[config.mk]
export PLATFORM = sky130hd
export DESIGN_NAME = mwhb_decode
export DESIGN_NICKNAME = d
export VERILOG_FILES = /design/src/rtl/core/mwhb_pkg.sv /design/src/rtl/core/mwhb_decode.sv
export SDC_FILE = /design/constraint.sdc
export NUM_CORES = 1
export LEC_CHECK = 0
export BUFFER_PORTS_ARGS = -buffer_cell sky130_fd_sc_hd__clkbuf_2
export CELL_PAD_IN_SITES_DETAIL_PLACEMENT = 0
export CELL_PAD_IN_SITES_GLOBAL_PLACEMENT = 1
export CORE_ASPECT_RATIO = 0.9
export CORE_MARGIN = 2
export CORE_UTILIZATION = 23
export DETAILED_ROUTE_END_ITERATION = 10
export PLACE_DENSITY_LB_ADDON = 0.1
export SYNTH_ARGS = -nofsm -noshare
export SYNTH_HDL_FRONTEND = slang
export SYNTH_SLANG_ARGS = --single-unit
[constraint.sdc]
create_clock -name vclk -period 2.5
set_input_delay 0.5 -clock vclk [all_inputs]
set_output_delay 0.5 -clock vclk [all_outputs]
set_load 0.01 [all_outputs]
[src/rtl/core/mwhb_pkg.sv]
// Shared types and constants of the hidden-bit word memory.
package mwhb_pkg;

    localparam int MEM_WORDS_DEF = 65536;
    localparam int LIMIT_W       = 18;
    localparam int IDX_W         = 24;
    localparam int WORD_IDX_W    = 22;
    localparam logic [LIMIT_W-1:0] LIMIT_RESET = 18'h3ffff;
    localparam logic [7:0] HIDDEN_RESET = 8'h03;

    typedef enum logic [3:0] {
        OP_RD8      = 4'd0,
        OP_RD16     = 4'd1,
        OP_RD32     = 4'd2,
        OP_WR8      = 4'd3,
        OP_WR16     = 4'd4,
        OP_WR32     = 4'd5,
        OP_RDPAIR16 = 4'd6,
        OP_WRPAIR8  = 4'd7,
        OP_WRPAIR16 = 4'd8,
        OP_WRPAIR32 = 4'd9
    } t_op;

    typedef struct packed {
        logic [3:0]  op;
        logic [1:0]  lo;
        logic        ok;
        logic [31:0] wv;
        logic [7:0]  h0;
        logic [7:0]  h1;
    } t_req;

    typedef struct packed {
        logic        wr_en;
        logic [31:0] main_wdata;
        logic [15:0] hid_wdata;
        logic [31:0] read_data;
        logic [7:0]  hidden_data;
    } t_rsp;

endpackage

[src/rtl/core/mwhb_decode.sv]
// Access decode: word address, lane bits and range check of one item.
module mwhb_decode import mwhb_pkg::*; #(
    parameter int MEM_WORDS = MEM_WORDS_DEF,
    localparam int AW = $clog2(MEM_WORDS)
) (
    input  logic [3:0]         i_opcode,
    input  logic [IDX_W-1:0]   i_index,
    input  logic [31:0]        i_write_value,
    input  logic [7:0]         i_hidden_first,
    input  logic [7:0]         i_hidden_second,
    input  logic [LIMIT_W-1:0] i_limit,
    output t_req               o_req,
    output logic [AW-1:0]      o_addr
);

    logic [WORD_IDX_W-1:0] word;
    logic                  lim_ok;
    logic                  word_ok;

    always_comb begin
        word   = i_index[WORD_IDX_W-1:0];
        lim_ok = 1'b0;
        unique case (t_op'(i_opcode))
            OP_RD8, OP_WR8, OP_WRPAIR8: begin
                word   = i_index[IDX_W-1:2];
                lim_ok = i_index <= IDX_W'(i_limit);
            end
            OP_RD16, OP_WR16, OP_RDPAIR16, OP_WRPAIR16: begin
                word   = i_index[IDX_W-2:1];
                lim_ok = i_index[IDX_W-2:0] <= (IDX_W-1)'(i_limit[LIMIT_W-1:1]);
            end
            OP_RD32, OP_WR32, OP_WRPAIR32: begin
                word   = i_index[WORD_IDX_W-1:0];
                lim_ok = i_index[WORD_IDX_W-1:0] <= WORD_IDX_W'(i_limit[LIMIT_W-1:2]);
            end
            default: begin
                lim_ok = 1'b0;
            end
        endcase
        word_ok = {1'b0, word} < (WORD_IDX_W+1)'(MEM_WORDS);

        o_req.op = i_opcode;
        o_req.lo = i_index[1:0];
        o_req.ok = lim_ok & word_ok;
        o_req.wv = i_write_value;
        o_req.h0 = i_hidden_first;
        o_req.h1 = i_hidden_second;
        o_addr   = word[AW-1:0];
    end

endmodule

Word-level counts from Yosys, hierarchy flattened
Index checks and enable logic that the tools add are counted.
{"block": "totals", "regBits": 0}
{"block": "op_classes", "order_cmp": 4, "eq_ne": 9, "n_mux": 2, "bitwise_logic": 1, "reduce_logical": 4}
{"op": "$pmux W22 S2", "count": 1}
{"op": "$le A24 B18 Y1", "count": 1}
{"op": "$le A23 B17 Y1", "count": 1}
{"op": "$le A22 B16 Y1", "count": 1}
{"op": "$lt A22 B17 Y1 const B", "count": 1}
{"op": "$eq A4 B3 Y1 const B", "count": 4}
{"op": "$eq A4 B2 Y1 const B", "count": 2}
{"op": "$eq A4 B4 Y1 const B", "count": 2}
{"op": "$reduce_or A3 Y1", "count": 2}
{"op": "$eq A4 B1 Y1 const B", "count": 1}
{"op": "$logic_not A4 Y1", "count": 1}
{"op": "$reduce_or A4 Y1", "count": 1}
{"op": "$pmux W1 S3", "count": 1}
{"op": "$and A1 B1 Y1", "count": 1}

Longest topological paths before layout
{"block": "logic_depth", "depth_word": 5, "ltp_mapped": 8, "mapped_depth_nobuf": 8}

Least setup slack after synthesis
OpenSTA, ideal clock, no wires.
{"block": "synth_timing", "path_kind": "input to output", "start": "input i_limit[16]", "end": "output o_req[48] (netlist name)", "path_slack_ns": -0.157, "path_stages": 7, "t_arrival_ns": 2.157, "path_cell_list": "inv_1 > ha_1 > nand4_1 > nor4_1 > a32oi_1 > or4b_2 > o211ai_1"}
{"item": "from (decl)", "line_no": "mwhb_decode.sv:11", "source": "input logic [LIMIT_W-1:0] i_limit,"}
{"item": "to (decl)", "line_no": "mwhb_decode.sv:12", "source": "output t_req o_req,"}

==> flow_summary.json <==
{
  "max_stage_delay_ns": 0.54,
  "finalHoldViolations": 0,
  "syn_to_final_growth_pct": 32.6,
  "critPathArrivalTime_ns": 2.32,
  "first_iter_violations": 68,
  "dr.pass1.iters": 4,
  "m1WireLength_mm": 3.01,
  "p_leak_nw": 1.39,
  "avgSynthCellArea_um2": 7.15,
  "power_density_nw_per_um2": 178,
  "nFillCells": 924,
  "crit_family": "simple AND/OR/NAND/NOR gates",
  "routedWlPerCell_um": 13.6,
  "vdd_drop_max_v": 0.0000713,
  "synth_area_leaders": "ha_1 33%, buf_4 21%, nand2_1 7.7%",
  "place_congestion": 0.804,
  "highest_layer": "met4",
  "setup_viol": 1,
  "cp_cell_sequence": "buf_8 > inv_8 > ha_4 > nand4_1 > nor2_2 > a211oi_2 > a32oi_1 > or4b_4 > o211ai_1 > buf_2",
  "tns_ns": -0.321,
  "yosysWarningCount": 0,
  "antenna_found_initial": 0,
  "start_util": 0.239,
  "crit_type": "in2out",
  "grt_usage": 0.127,
  "grt_pass1_vias": 1988,
  "dp_hpwl_mm": 5.19,
  "outcome": "finished, violations left",
  "drc": 0,
  "ff_latch_area_um2": 0,
  "core_um2": 8150,
  "max_freq_mhz": 354,
  "start_kind": "input pin",
  "final_util": 0.318,
  "dpl.cell_count": 435,
  "hp-class": "in2out",
  "nNetsFinal": 490,
  "design_area_um2": 2590,
  "fin_crit_sh": 1.13,
  "design.seq.count": 0,
  "synth_top_area_share": 0.327,
  "slew_viol_final": 0,
  "drive_gt1_frac": 0.434,
  "wl_met3_um": 299,
  "vias": 2069,
  "crit_cells": 10,
  "whs_ns": 1.00,
  "instances_no_fill": 442,
  "grt_max_degree": 16,
  "cp_slowest_cell": "or4b_4",
  "overflow": 0,
  "die_area_um2": 9230,
  "cp_num_buf_inv": 3,
  "die-height_um": 91.4,
  "wl_met2_mm": 2.62,
  "synth_largest_area_cell": "ha_1",
  "hold_path_depth": 0,
  "end_kind": "output pin",
  "num-clock-buffers": 0,
  "ys_seq_area_frac": 0,
  "port_buffers": 69,
  "required_ns": 2.00,
  "drv_cap": 0,
  "viasPerCell": 4.68,
  "antenna_cells": 0,
  "cp_max_fo": 3,
  "synth_most_common_cell": "buf_4",
  "power_mw": 0.461,
  "worst_pin_slew_ns": 0.397,
  "violations": "setup timing",
  "synth.top_cells.by_count": "54 x buf_4, 51 x ha_1, 40 x nand2_1",
  "postCtsHoldBufs": 0,
  "syn_inst": 273,
  "synthesis.area_um2": 1950,
  "grt_pass1_wl_mm": 9.80,
  "dpl_cell_area_um2": 2420,
  "wirelength_mm": 6.00,
  "postRouteAntennaNets": 0,
  "period_needed_ns": 2.82,
  "dpl_worst_slack_ns": -0.440,
  "finalWorstSetupSlack_ns": -0.321,
  "die_w_um": 101,
  "maxSlewHeadroom": 0.734,
  "rsz0062_at_grt": "true",
  "fp-row-count": 31,
  "synth_cell_types": 37,
  "syn-num-nets": 418,
  "pin_count": 165
}
## cell families after synthesis
family / after synthesis / share of synthesized area
buf+inv: 78 / 0.254
mux: 1 / 0.00513
compound gates: 60 / 0.201
simple gates: 82 / 0.208
fa+ha+maj: 51 / 0.327
xor+xnor: 1 / 0.00449
## layout make-up
type | count | area (um2) | share of cell area
inverters | 21 | 91.3 | 0.0353
multi-input cells | 195 | 1550 | 0.600
well taps | 99 | 124 | 0.0479
repair buffers | 127 | 821 | 0.317
## repair_timing
| item | in CTS | in global routing |
|---|---|---|
| pin swaps | 7 | 9 |
| buffers inserted | 1 | 6 |
| resized for setup | 11 | 21 |
| endpoints found under the setup margin | 1 | 1 |
## report_power, final
part           total, mW  switching [mW]  internal, mW
Combinational      0.461           0.237         0.224
Clock                  0               0             0
Sequential             0               0             0
## final timing paths
check                           from         to
setup / recovery         i_limit[17]  o_req[48]
hold / removal    i_hidden_second[0]   o_req[0]
## cell usage in the layout, fill, tap and decap left out, drive strengths merged
master  count
buf        67
clkbuf     60
ha         51
nand2      40
inv        21
a21oi      20
a22oi      16
nand3       9
nand4       8
nor2        8
o21ai       6
a21o        4
nor3        4
a211oi      4
a21boi      3
nand3b      2
nor2b       2
o31ai       2
o211ai      2
or3         2
nor4        2
mux2i       1
or4         1
o311ai      1
nand2b      1
a32oi       1
xor2        1
a31oi       1
or4b        1
and4        1
and4b       1
## layer usage
| layer | GRT usage | up-vias |
|---|---|---|
| met1 | 0.192 | 929 |
| met5 | 0 | - |
| met3 | 0.0100 | 12 |
| met4 | 0.0191 | 0 |
| met2 | 0.198 | 49 |
| li1 | - | 1079 |
(Power assumes the default switching activity.)
