===== config.mk =====
export PLATFORM = sky130hd
export DESIGN_NAME = mwhb_merge
export DESIGN_NICKNAME = d
export VERILOG_FILES = /design/src/rtl/core/mwhb_pkg.sv /design/src/rtl/core/mwhb_merge.sv
export SDC_FILE = /design/constraint.sdc
export NUM_CORES = 1
export LEC_CHECK = 0
export BUFFER_PORTS_ARGS = -buffer_cell sky130_fd_sc_hd__buf_2
export CAP_MARGIN = 10
export CORE_ASPECT_RATIO = 1.1
export CORE_MARGIN = 8
export CORE_UTILIZATION = 43
export DETAILED_ROUTE_END_ITERATION = 10
export PLACE_DENSITY_LB_ADDON = 0.3
export SYNTH_ARGS = -nofsm -noshare
export SYNTH_HDL_FRONTEND = slang
export SYNTH_SLANG_ARGS = --single-unit
export TNS_END_PERCENT = 1

===== constraint.sdc =====
create_clock -name vclk -period 5.91
set_clock_uncertainty 0.2 [all_clocks]
set_input_delay 1.182 -clock vclk [all_inputs]
set_output_delay 1.182 -clock vclk [all_outputs]
set_load 0.02 [all_outputs]

===== src/rtl/core/mwhb_pkg.sv =====
// Shared types and constants of the hidden-bit word memory.
package mwhb_pkg;

    localparam int MEM_WORDS_DEF = 65536;
    localparam int LIMIT_W       = 18;
    localparam int IDX_W         = 24;
    localparam int WORD_IDX_W    = 22;
    localparam logic [LIMIT_W-1:0] LIMIT_RESET = 18'h3ffff;
    localparam logic [7:0] HIDDEN_RESET = 8'h03;

    typedef enum logic [3:0] {
        OP_RD8      = 4'd0,
        OP_RD16     = 4'd1,
        OP_RD32     = 4'd2,
        OP_WR8      = 4'd3,
        OP_WR16     = 4'd4,
        OP_WR32     = 4'd5,
        OP_RDPAIR16 = 4'd6,
        OP_WRPAIR8  = 4'd7,
        OP_WRPAIR16 = 4'd8,
        OP_WRPAIR32 = 4'd9
    } t_op;

    typedef struct packed {
        logic [3:0]  op;
        logic [1:0]  lo;
        logic        ok;
        logic [31:0] wv;
        logic [7:0]  h0;
        logic [7:0]  h1;
    } t_req;

    typedef struct packed {
        logic        wr_en;
        logic [31:0] main_wdata;
        logic [15:0] hid_wdata;
        logic [31:0] read_data;
        logic [7:0]  hidden_data;
    } t_rsp;

endpackage


===== src/rtl/core/mwhb_merge.sv =====
// Lane extract and read-modify-write merge of one access.
module mwhb_merge import mwhb_pkg::*; (
    input  t_req        i_req,
    input  logic [31:0] i_main_rdata,
    input  logic [15:0] i_hid_rdata,
    output t_rsp        o_rsp
);

    logic [4:0]  s8;
    logic [4:0]  s16;
    logic [31:0] m8;
    logic [31:0] m16;
    logic [31:0] wr8;
    logic [31:0] wr16;
    logic [7:0]  hid_even;
    logic [7:0]  hid_odd;

    always_comb begin
        s8   = {~i_req.lo, 3'b000};
        s16  = i_req.lo[0] ? 5'd0 : 5'd16;
        m8   = 32'h0000_00ff << s8;
        m16  = 32'h0000_ffff << s16;
        wr8  = (i_main_rdata & ~m8) | ((32'(i_req.wv[7:0])) << s8);
        wr16 = (i_main_rdata & ~m16) | ((32'(i_req.wv[15:0])) << s16);
        hid_even = i_hid_rdata[15:8];
        hid_odd  = i_hid_rdata[7:0];

        o_rsp.wr_en       = 1'b0;
        o_rsp.main_wdata  = i_main_rdata;
        o_rsp.hid_wdata   = i_hid_rdata;
        o_rsp.read_data   = '0;
        o_rsp.hidden_data = '0;

        unique case (t_op'(i_req.op))
            OP_RD8: begin
                o_rsp.read_data = 32'((i_main_rdata >> s8) & 32'h0000_00ff);
            end
            OP_RD16: begin
                o_rsp.read_data = 32'((i_main_rdata >> s16) & 32'h0000_ffff);
            end
            OP_RD32: begin
                o_rsp.read_data = i_main_rdata;
            end
            OP_RDPAIR16: begin
                o_rsp.read_data   = 32'((i_main_rdata >> s16) & 32'h0000_ffff);
                o_rsp.hidden_data = i_req.lo[0] ? hid_odd : hid_even;
            end
            OP_WR8: begin
                o_rsp.wr_en      = 1'b1;
                o_rsp.main_wdata = wr8;
            end
            OP_WR16: begin
                o_rsp.wr_en      = 1'b1;
                o_rsp.main_wdata = wr16;
            end
            OP_WR32: begin
                o_rsp.wr_en      = 1'b1;
                o_rsp.main_wdata = i_req.wv;
            end
            OP_WRPAIR8: begin
                o_rsp.wr_en      = 1'b1;
                o_rsp.main_wdata = wr8;
                if (i_req.lo[0]) begin
                    o_rsp.hid_wdata = i_req.lo[1] ? {hid_even, i_req.h0}
                                                  : {i_req.h0, hid_odd};
                end
            end
            OP_WRPAIR16: begin
                o_rsp.wr_en      = 1'b1;
                o_rsp.main_wdata = wr16;
                o_rsp.hid_wdata  = i_req.lo[0] ? {hid_even, i_req.h0}
                                               : {i_req.h0, hid_odd};
            end
            OP_WRPAIR32: begin
                o_rsp.wr_en      = 1'b1;
                o_rsp.main_wdata = i_req.wv;
                o_rsp.hid_wdata  = {i_req.h0, i_req.h1};
            end
            default: begin
                o_rsp.wr_en = 1'b0;
            end
        endcase

        if (!i_req.ok) begin
            o_rsp.wr_en       = 1'b0;
            o_rsp.read_data   = '0;
            o_rsp.hidden_data = '0;
        end
    end

endmodule


* After elaboration in Yosys (flattened, before gate mapping)
Cells that the tools add are included.
** Word-level totals
- Flip-flop bits (word level) :: 0
- Latch bits :: 0
- Bits in writable memories :: 0
- Memory bits (read-only) :: 0
- Output and inout port bits :: 89
- Memories :: 0
** Cells by class
- Add/sub/neg operators :: 0
- Multipliers :: 0
- Div/mod/pow operators :: 0
- Magnitude comparators :: 0
- Eq/ne operators :: 9
- Shift operators :: 6
- Mux-type cells :: 12
- Bitwise logic cells :: 7
- Reductions and logical operators :: 6
** Operator list (count)
- $pmux W32 S3 :: 2
- $and A32 B32 Y32 :: 2
- $not A32 Y32 :: 2
- $or A32 B32 Y32 :: 2
- $mux W16 :: 3
- $pmux W16 S3 :: 1
- $mux W40 :: 1
- $shl A16 B5 Y32 :: 1
- $shl A16 B5 Y32 const A :: 1
- $shl A8 B5 Y32 :: 1
- $shl A8 B5 Y32 const A :: 1
- $shr A32 B5 Y16 :: 1
- $shr A32 B5 Y8 :: 1
- $eq A4 B3 Y1 const B :: 4
- $mux W8 :: 2
- $eq A4 B2 Y1 const B :: 2
- $eq A4 B4 Y1 const B :: 2
- $reduce_or A2 Y1 :: 4
- $reduce_or A6 Y1 :: 1
- $mux W5 :: 1
- $eq A4 B1 Y1 const B :: 1
- $logic_not A4 Y1 :: 1
- $mux W1 :: 2
- $not A2 Y2 :: 1

* Depth between registers and ports, before layout
- Depth in word-level cells :: 6
- Gate-level depth with buffers :: 7

* Least setup slack after synthesis
No wires, ideal clock.
- Path type :: input -> output
- Start point :: input port i_req[49] (netlist name)
- End point :: output port o_rsp[80] (netlist name)
- Data arrival time :: 2.552 ns
- Setup slack :: 1.976 ns
- Stages :: 6
- Path buffers :: 2
- Cell sequence :: buf_4 buf_4 nor2_2 mux2_2 a222oi_1 nand2_1
** RTL lines
- start: declaration :: line mwhb_merge.sv:3 : input t_req i_req,
- end: declaration :: line mwhb_merge.sv:6 : output t_rsp o_rsp

==> impl_metrics.ini <==
[outcome]
status = finished clean

[grt]
grt_pass1_wl_mm = 14.6
met2_usage = 0.468
busiest_layer = met2
gr-total-overflow = 0
grt_max_degree = 27
antenna_found_initial = 0
grt_pass1_vias = 2965
track_usage = 0.243
met1_usage = 0.267
met3_usage = 0.0423

[detailed_routing]
first_pass_iters = 5
ant_nets = 0
dr.first_iter.drc_count = 184
vias_per_cell = 6.21
drc_errors = 0
post_drt_wl_per_cell_um = 20.8
dr_total_vias = 2992
wirelength_mm = 10.0

[timing]
finalCritPeriodShare = 0.776
relSlewSlack = 0.198
clock.fmax_mhz = 218
grt_setup_unrepaired = no
finalCriticalPeriod_ps = 4590
worstMarginPinSlew_ps = 1200
setup_violations = 0
slew_viol_final = 0
finalHoldViolCount = 0
fin_tns_setup_ps = 0

[synth]
netlist.area_leader.share = 0.109
yosysUniqueCellTypes = 50
synth_warnings = 0
yosysMostFrequentCell = a221o_1
syn_avg_cell_area_sq_um = 8.39
synth_common_cells = a221o_1 (23), mux2_2 (20), a22o_1 (19)
synth_area_leaders = a221o_1 (11%), mux2_2 (11%), mux2i_1 (8.6%), mux4_2 (8.6%), a22o_1 (7.9%)
synth_top_area_cell = a221o_1
syn_inst = 251
ys_seq_area_frac = 0
mappedNetlistArea_sq_um = 2110
syn_nets = 354

[critical_path]
cp.arrival_ps = 3210
critPathRequiredTime_ps = 4530
critPathLaunchType = input pin
cp-end-kind = output pin
startpoint = i_req[49]
critical_path.max_fanout = 26
criticalPathCategory = in2out

[hold_path]
min_from = i_req[27]
hp-class = in2out

[cells_and_area]
fin_cells = 482
seqCellArea_sq_um = 0
multiInputGateArea_sq_um = 1980
syn_to_final_growth_pct = 44.4
n_antenna_cell = 0
drive_gt1_frac = 0.552
design.final.nets = 531
fill_cells = 430
design.seq.count = 0
clock_buffer_count = 0

[clocking]
cts.repair.resized = 0
ctsHoldBuffers = 0
post_cts_buffers = 0

[power_and_ir_drop]
p_int_mw = 0.114
switching_share = 0.575
p_seq_frac = 0
power_density_nw_per_um2 = 88.6
p_switching_mw = 0.155
power_frac_clock = 0
vdd_drop_max_v = 0.0000634
pwr-share-comb = 1.000
p_leak_nw = 1.61

[place]
routabilityCongestion = 0.856
dp.cells = 481
post-dp-hpwl_mm = 8.11
io_buffers = 192

[floorplan]
die_area_sq_um = 7400
num_rows = 26
ios = 192
start_util = 0.450
die_x_um = 82.7
die_y_um = 89.4
core_sq_um = 4680

[run]
maxCapViolations = 0
[power groups by stage]
stage | logic (mW) | clock network (mW) | registers [mW]
floorplan | 0.166 | 0 | 0
global placement | 0.264 | 0 | 0
detailed placement | 0.268 | 0 | 0
CTS | 0.269 | 0 | 0
global route | 0.287 | 0 | 0
finish | 0.269 | 0 | 0
[cells in the final DEF, fill, tap and decap left out, types with 2 or more instances in the layout]
cell	Yosys	routed
o21a_1	2	2
mux4_2	8	8
and2_1	16	16
nor3_4	2	2
buf_2	8	192
buf_4	7	4
a221o_1	23	23
mux2_2	20	20
a21o_1	8	8
o2bb2ai_1	12	12
a222oi_1	6	6
a22o_1	19	19
nand3b_1	2	2
nor2b_1	14	14
nor2_2	2	2
a211o_1	2	2
or3_1	3	3
mux2i_1	18	18
nand2b_1	4	4
a21oi_1	7	7
and3_1	2	2
nor2_1	17	17
mux2_1	3	3
nand2_1	15	15
[worst paths after layout]
| check | endpoint | slack [ps] | cells after the start |
|---|---|---|---|
| worst max-delay path | o_rsp[11] | 1320 | 6 |
| worst min-delay path | o_rsp[83] | 2500 | 4 |
[logic make-up after synthesis]
kind of cell	count (synthesis)	synth area share
and+or+nand+nor	90	0.259
AOI/OAI and AO/OA	89	0.367
muxes	49	0.294
buffers and inverters	22	0.0671
xor gates and xnor gates	1	0.0131
[critical path, cell delays in order]
cell and delay, ps:
buf_2 510, buf_4 410, mux4_2 530, nor2b_1 140, a221o_1 260, buf_2 160
[per-stage QoR]
stage | utilization | hold slack [ps] | power [mW] | worst slack (ps) | cell area (sq um)
6_report | 0.649 | 2500 | 0.269 | 1320 | 3040
5_1_grt | 0.649 | 2520 | 0.287 | 1240 | 3040
3_5_place_dp | 0.648 | 2510 | 0.268 | 1310 | 3030
3_3_place_gp | 0.648 | 2500 | 0.264 | 1340 | 3030
4_1_cts | 0.648 | 2510 | 0.269 | 1310 | 3030
2_1_floorplan | - | 2310 | 0.166 | 1980 | 2110
[per-layer routing]
layer  vias up  share of wire
met4         0          0.011
met3        12           0.12
met2       190           0.51
met1      1415           0.37
li1       1375              -
met5         -              0
[cell type report]
type / count / share of cell area
multi-input cells: 229 / 0.650
repair buffers: 196 / 0.326
well taps: 56 / 0.0230
inverters: 1 / 0.00123
Power figures use the tool's default switching activity.
